## src/sv/lpg_pkg.sv

```systemverilog
// Shared types and constants for the line pixel generator.
package lpg_pkg;

  localparam int COORD_BITS = 12;
  localparam int COLOR_W    = 32;
  localparam int CNT_W      = COORD_BITS + 1;
  localparam int SUM_W      = CNT_W + 1;
  localparam int RAD_W      = 2 * COORD_BITS + 2;

  localparam logic ACT_LOAD    = 1'b0;
  localparam logic ACT_ADVANCE = 1'b1;

  typedef logic [COORD_BITS-1:0] coord_t;
  typedef logic [CNT_W-1:0]      count_t;

  typedef enum logic [1:0] {
    R_IDLE,
    R_SQX,
    R_SQY,
    R_ROOT
  } root_state_t;

  typedef struct packed {
    logic load;
    logic advance;
  } step_ctl_t;

  typedef struct packed {
    coord_t             x;
    coord_t             y;
    logic [COLOR_W-1:0] value;
    logic               last;
  } pixel_t;

endpackage

```

## src/sv/lpg_root_unit.sv

```systemverilog
// Shared multiply and digit-by-digit square root unit that computes the step count.
module lpg_root_unit (
  input  logic                clk,
  input  logic                rst_n,
  input  logic                start,
  input  lpg_pkg::coord_t     span_x,
  input  lpg_pkg::coord_t     span_y,
  output logic                busy,
  output logic                done,
  output lpg_pkg::count_t     root
);
  import lpg_pkg::*;

  root_state_t                state_r, state_nxt;
  logic [RAD_W-1:0]           rad_r, rad_nxt;
  logic [RAD_W-1:0]           root_r, root_nxt;
  logic [RAD_W-1:0]           bit_r, bit_nxt;
  logic [RAD_W-1:0]           trial;
  coord_t                     mul_op;
  logic [2*COORD_BITS-1:0]    prod;

  assign mul_op = (state_r == R_SQX) ? span_x : span_y;
  assign prod   = (2*COORD_BITS)'(mul_op) * (2*COORD_BITS)'(mul_op);
  assign trial  = root_r + bit_r;

  always_comb begin
    state_nxt = state_r;
    rad_nxt   = rad_r;
    root_nxt  = root_r;
    bit_nxt   = bit_r;
    done      = 1'b0;
    unique case (state_r)
      R_IDLE: begin
        if (start) begin
          state_nxt = R_SQX;
        end
      end
      R_SQX: begin
        rad_nxt   = RAD_W'(prod);
        state_nxt = R_SQY;
      end
      R_SQY: begin
        rad_nxt   = rad_r + RAD_W'(prod);
        root_nxt  = '0;
        bit_nxt   = RAD_W'(1) << (RAD_W - 2);
        state_nxt = R_ROOT;
      end
      R_ROOT: begin
        if (rad_r >= trial) begin
          rad_nxt  = rad_r - trial;
          root_nxt = (root_r >> 1) + bit_r;
        end else begin
          root_nxt = root_r >> 1;
        end
        bit_nxt = bit_r >> 2;
        if (bit_r[0]) begin
          done      = 1'b1;
          state_nxt = R_IDLE;
        end
      end
    endcase
  end

  always_ff @(posedge clk) begin
    if (!rst_n) begin
      state_r <= R_IDLE;
    end else begin
      state_r <= state_nxt;
    end
  end

  always_ff @(posedge clk) begin
    rad_r  <= rad_nxt;
    root_r <= root_nxt;
    bit_r  <= bit_nxt;
  end

  assign busy = (state_r != R_IDLE);
  assign root = root_nxt[CNT_W-1:0];

endmodule

```

## src/sv/lpg_stepper.sv

```systemverilog
// Line state registers and the per-pixel remainder stepping datapath.
module lpg_stepper (
  input  logic                         clk,
  input  logic                         rst_n,
  input  lpg_pkg::step_ctl_t           ctl,
  input  lpg_pkg::coord_t              start_x,
  input  lpg_pkg::coord_t              start_y,
  input  lpg_pkg::coord_t              end_x,
  input  lpg_pkg::coord_t              end_y,
  input  logic [lpg_pkg::COLOR_W-1:0]  color,
  input  logic                         count_we,
  input  lpg_pkg::count_t              count_in,
  output lpg_pkg::coord_t              span_x,
  output lpg_pkg::coord_t              span_y,
  output logic                         has_pix,
  output lpg_pkg::pixel_t              pix
);
  import lpg_pkg::*;

  coord_t             origin_x_r, origin_x_nxt, origin_y_r, origin_y_nxt;
  logic               neg_x_r, neg_x_nxt, neg_y_r, neg_y_nxt;
  coord_t             span_x_r, span_x_nxt, span_y_r, span_y_nxt;
  count_t             count_r, count_nxt, index_r, index_nxt;
  count_t             rem_x_r, rem_x_nxt, rem_y_r, rem_y_nxt;
  coord_t             offset_x_r, offset_x_nxt, offset_y_r, offset_y_nxt;
  logic [COLOR_W-1:0] color_r, color_nxt;
  logic               in_neg_x, in_neg_y;
  logic [SUM_W-1:0]   sum_x, sum_y;

  assign in_neg_x = (end_x < start_x);
  assign in_neg_y = (end_y < start_y);
  assign sum_x    = SUM_W'(rem_x_r) + SUM_W'(span_x_r);
  assign sum_y    = SUM_W'(rem_y_r) + SUM_W'(span_y_r);

  assign has_pix   = (index_r < count_r);
  assign pix.x     = neg_x_r ? (origin_x_r - offset_x_r) : (origin_x_r + offset_x_r);
  assign pix.y     = neg_y_r ? (origin_y_r - offset_y_r) : (origin_y_r + offset_y_r);
  assign pix.value = color_r;
  assign pix.last  = ((index_r + CNT_W'(1)) == count_r);

  always_comb begin
    origin_x_nxt = origin_x_r;
    origin_y_nxt = origin_y_r;
    neg_x_nxt    = neg_x_r;
    neg_y_nxt    = neg_y_r;
    span_x_nxt   = span_x_r;
    span_y_nxt   = span_y_r;
    count_nxt    = count_r;
    index_nxt    = index_r;
    rem_x_nxt    = rem_x_r;
    rem_y_nxt    = rem_y_r;
    offset_x_nxt = offset_x_r;
    offset_y_nxt = offset_y_r;
    color_nxt    = color_r;
    if (ctl.load) begin
      origin_x_nxt = start_x;
      origin_y_nxt = start_y;
      neg_x_nxt    = in_neg_x;
      neg_y_nxt    = in_neg_y;
      span_x_nxt   = in_neg_x ? (start_x - end_x) : (end_x - start_x);
      span_y_nxt   = in_neg_y ? (start_y - end_y) : (end_y - start_y);
      count_nxt    = '0;
      index_nxt    = '0;
      rem_x_nxt    = '0;
      rem_y_nxt    = '0;
      offset_x_nxt = '0;
      offset_y_nxt = '0;
      color_nxt    = color;
    end else if (ctl.advance && has_pix) begin
      index_nxt = index_r + CNT_W'(1);
      if (sum_x >= SUM_W'(count_r)) begin
        rem_x_nxt    = CNT_W'(sum_x - SUM_W'(count_r));
        offset_x_nxt = offset_x_r + COORD_BITS'(1);
      end else begin
        rem_x_nxt = CNT_W'(sum_x);
      end
      if (sum_y >= SUM_W'(count_r)) begin
        rem_y_nxt    = CNT_W'(sum_y - SUM_W'(count_r));
        offset_y_nxt = offset_y_r + COORD_BITS'(1);
      end else begin
        rem_y_nxt = CNT_W'(sum_y);
      end
    end else if (count_we) begin
      count_nxt = count_in;
    end
  end

  always_ff @(posedge clk) begin
    if (!rst_n) begin
      origin_x_r <= '0;
      origin_y_r <= '0;
      neg_x_r    <= 1'b0;
      neg_y_r    <= 1'b0;
      span_x_r   <= '0;
      span_y_r   <= '0;
      count_r    <= '0;
      index_r    <= '0;
      rem_x_r    <= '0;
      rem_y_r    <= '0;
      offset_x_r <= '0;
      offset_y_r <= '0;
      color_r    <= '0;
    end else begin
      origin_x_r <= origin_x_nxt;
      origin_y_r <= origin_y_nxt;
      neg_x_r    <= neg_x_nxt;
      neg_y_r    <= neg_y_nxt;
      span_x_r   <= span_x_nxt;
      span_y_r   <= span_y_nxt;
      count_r    <= count_nxt;
      index_r    <= index_nxt;
      rem_x_r    <= rem_x_nxt;
      rem_y_r    <= rem_y_nxt;
      offset_x_r <= offset_x_nxt;
      offset_y_r <= offset_y_nxt;
      color_r    <= color_nxt;
    end
  end

  assign span_x = span_x_r;
  assign span_y = span_y_r;

endmodule

```

## src/sv/line_pixel_generator_core.sv

```systemverilog
// Top level of the line pixel generator: handshakes, output register and checks.
//
// Usage: each input transaction carries in_action. A load transaction (action 0)
// latches both endpoints and the color and replaces any line in progress; it
// gives no output. An advance transaction (action 1) gives one pixel on the
// output channel, or nothing when the line is empty or already finished.
// The last pixel of a line has out_last set; the second endpoint is not drawn.
// A load takes the spans, squares them in turn through the shared multiplier
// for the squared length, then runs the two-bits-per-cycle square root that
// yields the step count; in_ready is low meanwhile. An advance is one
// add-and-compare per axis, so pixels come out one per cycle while out_ready
// stays high, each in the cycle after its transaction is accepted.
// The output register lets a new transaction be accepted in the same cycle in
// which the pending pixel is taken; while the receiver stalls with a pixel
// pending, in_ready stays low. Reset clears the line state, so advances after
// reset give no pixel until a line is loaded.
module line_pixel_generator_core (
  input  logic                         clk,
  input  logic                         rst_n,
  input  logic                         in_valid,
  output logic                         in_ready,
  input  logic                         in_action,
  input  lpg_pkg::coord_t              in_start_x,
  input  lpg_pkg::coord_t              in_start_y,
  input  lpg_pkg::coord_t              in_end_x,
  input  lpg_pkg::coord_t              in_end_y,
  input  logic [lpg_pkg::COLOR_W-1:0]  in_color,
  output logic                         out_valid,
  input  logic                         out_ready,
  output lpg_pkg::coord_t              out_pixel_x,
  output lpg_pkg::coord_t              out_pixel_y,
  output logic [lpg_pkg::COLOR_W-1:0]  out_pixel_value,
  output logic                         out_last
);
  import lpg_pkg::*;

  step_ctl_t ctl;
  logic      in_fire;
  logic      root_busy, root_done;
  count_t    root_val;
  coord_t    span_x, span_y;
  logic      has_pix;
  pixel_t    pix;
  pixel_t    out_pix_r;
  logic      out_valid_r, out_valid_nxt;

  assign in_ready    = !root_busy && (!out_valid_r || out_ready);
  assign in_fire     = in_valid && in_ready;
  assign ctl.load    = in_fire && (in_action == ACT_LOAD);
  assign ctl.advance = in_fire && (in_action == ACT_ADVANCE);

  lpg_stepper u_stepper (
    .clk      (clk),
    .rst_n    (rst_n),
    .ctl      (ctl),
    .start_x  (in_start_x),
    .start_y  (in_start_y),
    .end_x    (in_end_x),
    .end_y    (in_end_y),
    .color    (in_color),
    .count_we (root_done),
    .count_in (root_val),
    .span_x   (span_x),
    .span_y   (span_y),
    .has_pix  (has_pix),
    .pix      (pix)
  );

  lpg_root_unit u_root (
    .clk    (clk),
    .rst_n  (rst_n),
    .start  (ctl.load),
    .span_x (span_x),
    .span_y (span_y),
    .busy   (root_busy),
    .done   (root_done),
    .root   (root_val)
  );

  always_comb begin
    out_valid_nxt = out_valid_r;
    if (ctl.advance && has_pix) begin
      out_valid_nxt = 1'b1;
    end else if (out_ready) begin
      out_valid_nxt = 1'b0;
    end
  end

  always_ff @(posedge clk) begin
    if (!rst_n) begin
      out_valid_r <= 1'b0;
    end else begin
      out_valid_r <= out_valid_nxt;
    end
  end

  always_ff @(posedge clk) begin
    if (ctl.advance && has_pix) begin
      out_pix_r <= pix;
    end
  end

  assign out_valid       = out_valid_r;
  assign out_pixel_x     = out_pix_r.x;
  assign out_pixel_y     = out_pix_r.y;
  assign out_pixel_value = out_pix_r.value;
  assign out_last        = out_pix_r.last;

  a_root_after_load: assert property (@(posedge clk) disable iff (!rst_n)
    $rose(root_busy) |-> $past(ctl.load))
    else $error("Square root unit started without a load transaction.");

  a_pixel_from_advance: assert property (@(posedge clk) disable iff (!rst_n)
    $rose(out_valid_r) |-> $past(ctl.advance && has_pix))
    else $error("Output became valid without an advance transaction.");

  a_count_covers_span: assert property (@(posedge clk) disable iff (!rst_n)
    root_done |-> ((root_val >= CNT_W'(span_x)) && (root_val >= CNT_W'(span_y))))
    else $error("Step count is below an axis span.");

  a_last_ends_line: assert property (@(posedge clk) disable iff (!rst_n)
    (ctl.advance && has_pix && pix.last) |=> !has_pix)
    else $error("Line continued after its last pixel.");

endmodule

```

## config.mk

```make
export PLATFORM = sky130hd
export DESIGN_NAME = line_pixel_generator_core
export DESIGN_NICKNAME = d
export VERILOG_FILES = /design/src/sv/lpg_pkg.sv /design/src/sv/lpg_root_unit.sv /design/src/sv/lpg_stepper.sv /design/src/sv/line_pixel_generator_core.sv
export SDC_FILE = /design/constraint.sdc
export NUM_CORES = 1
export LEC_CHECK = 0
export BUFFER_PORTS_ARGS = -buffer_cell sky130_fd_sc_hd__buf_2
export CAP_MARGIN = 10
export CORE_ASPECT_RATIO = 0.6
export CORE_MARGIN = 2
export CORE_UTILIZATION = 25
export CTS_CLUSTER_SIZE = 25
export DETAILED_ROUTE_END_ITERATION = 7
export GPL_TIMING_DRIVEN = 0
export SETUP_SLACK_MARGIN = 0.05
export SYNTH_ARGS = -nofsm -noshare
export SYNTH_HDL_FRONTEND = slang
export SYNTH_SLANG_ARGS = --single-unit
export TNS_END_PERCENT = 20
```

## constraint.sdc

```tcl
create_clock -name clk -period 11.5 [get_ports clk]
set_clock_uncertainty 0.15 [all_clocks]
set_input_delay 2.3 -clock clk [delete_from_list [all_inputs] [get_ports clk]]
set_output_delay 2.3 -clock clk [all_outputs]
set_load 0.03 [all_outputs]
```

==> reports/qor.csv <==
stage,metric,value,unit
yosys,"FFs w/ async S/R, synth",0,%
finish,highest-count cells in the layout ignoring fill and taps,"296 x nand2_1, 290 x inv_1, 275 x ha_1",
setup_path,r2r setup slk,1.12,ns
route,post-route antenna net violation count,0,
route,drt first-iter violations,2230,
sta,final period utilization,90.27,%
clock_tree,post-cts sizing count,0,
setup_path,Critical Path Slowest Stage Cell,mux2i_1,
sta,Slew headroom,7.371,%
floorplanning,Ports,144,
yosys,Syn Std Cell Area,25080,sq um
power_and_ir_drop,leakage power total,0.01213,uW
sta,Max Clk Rate,96.33,MHz
setup_path,crit-path max cell delay,1.14,ns
route,via count,21910,
route,via/cell ratio,4.913,
route,WL/cell,17.19,um
sta,worst-margin pin slew,1.351,ns
floorplanning,Initial Utilization,25.36,%
sta,# setup viols final,0,
yosys,syn_nets,3394,
grt,antenna violations before repair,4,
setup_path,CP dominant cell by count,inv_1,
setup_path,R2R depth,33,
setup_path,worst r2r dst,u_root.rad_r[24],
hold_path,worst hold path type,flop to flop,
power_and_ir_drop,VDD IR max,0.1195,mV
sta,setup TNS,0,ns
clock_tree,# hold bufs at CTS,0,
floorplanning,Core ar.,98880,sq um
grt,total gr overflow,0,
clock_tree,cts bufs inserted,29,
power_and_ir_drop,pwr/cell area,217.4,nW/um^2
finish,Non-Filler Instances,4459,
place,placed insts,4404,
setup_path,worst r2r src,u_root.state_r[1],
setup_path,Crit. End Element,flop,
route,1st-pass router iterations,6,
clock_tree,CTS root buf,clkbuf_16,
place,port bufs,143,
floorplanning,die area,102900,sq um
finish,P&R area growth vs syn,13.71,%
route,drt drc,0,
grt,first-pass GRT wire length,117.0,mm
clock_tree,Sink Count,283,
route,routed wire length,76.67,mm
power_and_ir_drop,Pwr Total,6200,uW
place,Placed Area,27510,sq um
sta,unrepaired setup endpoints after global routing,false,
place,Post-DP HPWL,61.71,mm
floorplanning,num rows,89,
place,routability cong.,0.9494,
yosys,synthesis-stage register bit count,283,
yosys,Synth cell types,80,
yosys,syn_area_per_cell,8.530,sq um
setup_path,Crit Path Max Fanout,9,
clock_tree,Clock transition at path regs,0.08,ns
finish,layout cell share with drive strength beyond 1,8.219,%
job,total of max-cap violations,0,
floorplanning,chip width,412.9,um
setup_path,Worst Path Required,11.79,ns
grt,total track usage,14.41,%
finish,final net count,3570,
finish,"leading cell type in the layout, fill and taps excluded",nand2_1,
clock_tree,CTS Buffer Depth,3,
clock_tree,Worst-Skew Late Latency,0.62,ns
clock_tree,number of setup buffers added after CTS,0,
yosys,number of synthesized flops with an enable pin,109,
outcome,outcome,"finished, final reports clean",
setup_path,CP arrival,10.68,ns
yosys,Syn Inst Count,2940,
yosys,ys flop type,dfxtp_1,
floorplanning,Die Height,249.3,um
setup_path,Critical Path Source,u_root.state_r[1],
sta,final hold viol count,0,
clock_tree,H-tree Lvls,1,
finish,Final Cell Area,28510,sq um
grt,pin count of the biggest net entering global routing,53,
sta,Final Max Tran Viols,0,
setup_path,crit path to,u_root.rad_r[24],
yosys,sequential fraction of the synthesis area,26.94,%
yosys,Ys Warns,0,
clock_tree,CTS tree,done,
grt,vias in the first global route,19600,
setup_path,kind of critical path,flop to flop,
sta,Tmin final,10.38,ns
setup_path,Startpoint Class,flop,
worst max-delay path, delay by kind of cell, from the launching register on:
family                     cells  cell delay, ns
xor gates and xnor gates       1            0.41
muxes                          2            1.51
DFF                            1            0.35
and+or+nand+nor                3            0.61
AOI/OAI and AO/OA             11            2.33
adders and majority gates      8            3.49
buffers and inverters          8            1.33
synth_stat cells (all sizes together) (54+ instances only):
| master | instances | area [sq um] |
|---|---|---|
| a21oi | 212 | 1065 |
| clkbuf | 77 | 289.0 |
| dfxtp | 174 | 3483 |
| edfxtp | 109 | 3273 |
| fa | 94 | 1882 |
| ha | 275 | 3441 |
| inv | 290 | 1089 |
| mux2i | 55 | 550.5 |
| nand2 | 296 | 1111 |
| nand3 | 54 | 270.3 |
| nor2 | 270 | 1016 |
| nor3 | 57 | 285.3 |
| o21ai | 142 | 710.7 |
| xnor2 | 155 | 1358 |
| xor2 | 90 | 788.3 |
sequential cells by signal, summed over array words and instances (netlist names), 13 cells and up:
| name | cells |
|---|---|
| u_stepper.count_r | 13 |
| u_stepper.rem_x_r | 13 |
| u_stepper.color_r | 32 |
| u_stepper.index_r | 13 |
| out_pixel_value | 32 |
| u_root.root_r | 26 |
| u_stepper.rem_y_r | 13 |
| u_root.bit_r | 13 |
| u_root.rad_r | 26 |
through the flow:
| stage | setup WS, ns | hold WS, ns | util [%] |
|---|---|---|---|
| finish | 1.119 | 0.2769 | 28.84 |
| CTS | 1.501 | 0.2810 | 28.83 |
| floorplan | 3.506 | 0.2581 | - |
| detailed placement | 1.558 | 0.2646 | 27.82 |
| global placement | 1.602 | 0.2599 | 27.75 |
| global route | 0.9749 | 0.2884 | 28.83 |
cell families (layout without fill, tap and decap cells):
group / after synthesis / in the layout / synth area share (%)
xor+xnor: 245 / 245 / 8.557
flops: 283 / 283 / 26.94
compound gates: 683 / 683 / 17.80
other cells: 0 / 1 / 0
fa+ha+maj: 369 / 369 / 21.22
simple gates: 893 / 893 / 16.27
mux: 79 / 79 / 3.273
buf+inv: 388 / 587 / 5.937
how the worst min path moves through the flow:
stage,to,slack [ns],cells after the start,start
5_1_grt,out_pixel_value[8],0.29,0,u_stepper.color_r[8]
3_3_place_gp,out_pixel_value[12],0.26,0,u_stepper.color_r[12]
6_report,out_pixel_value[22],0.28,0,u_stepper.color_r[22]
3_5_place_dp,out_pixel_value[7],0.26,0,u_stepper.color_r[7]
4_1_cts,out_pixel_value[7],0.28,0,u_stepper.color_r[7]
2_1_floorplan,out_pixel_value[0],0.26,0,u_stepper.color_r[0]
where the power goes:
| part | internal (uW) | switching, uW |
|---|---|---|
| Combinational | 1390 | 2320 |
| Clock | 550 | 483 |
| Sequential | 1270 | 192 |
| Total | 3210 | 2990 |
cell type report:
type	count	area, sq um
Antenna cell	1	2.502
Buffer	95	392.9
Clock buffer	32	789.5
Clock inverter	22	209.0
Fill cell	10600	70370
Inverter	293	1100
Multi-Input combinational cell	2269	16840
Sequential cell	283	6756
Tap cell	1319	1650
Timing Repair Buffer	145	770.7
per-layer routing:
layer / up-vias / track usage (%) / part of all wire [%]
met5: - / 0 / 0.063
met4: 8 / 1.465 / 0.96
met2: 825 / 16.63 / 34
li1: 10650 / - / -
met1: 10370 / 24.58 / 54
met3: 56 / 4.800 / 11
Power figures use the tool's default switching activity.
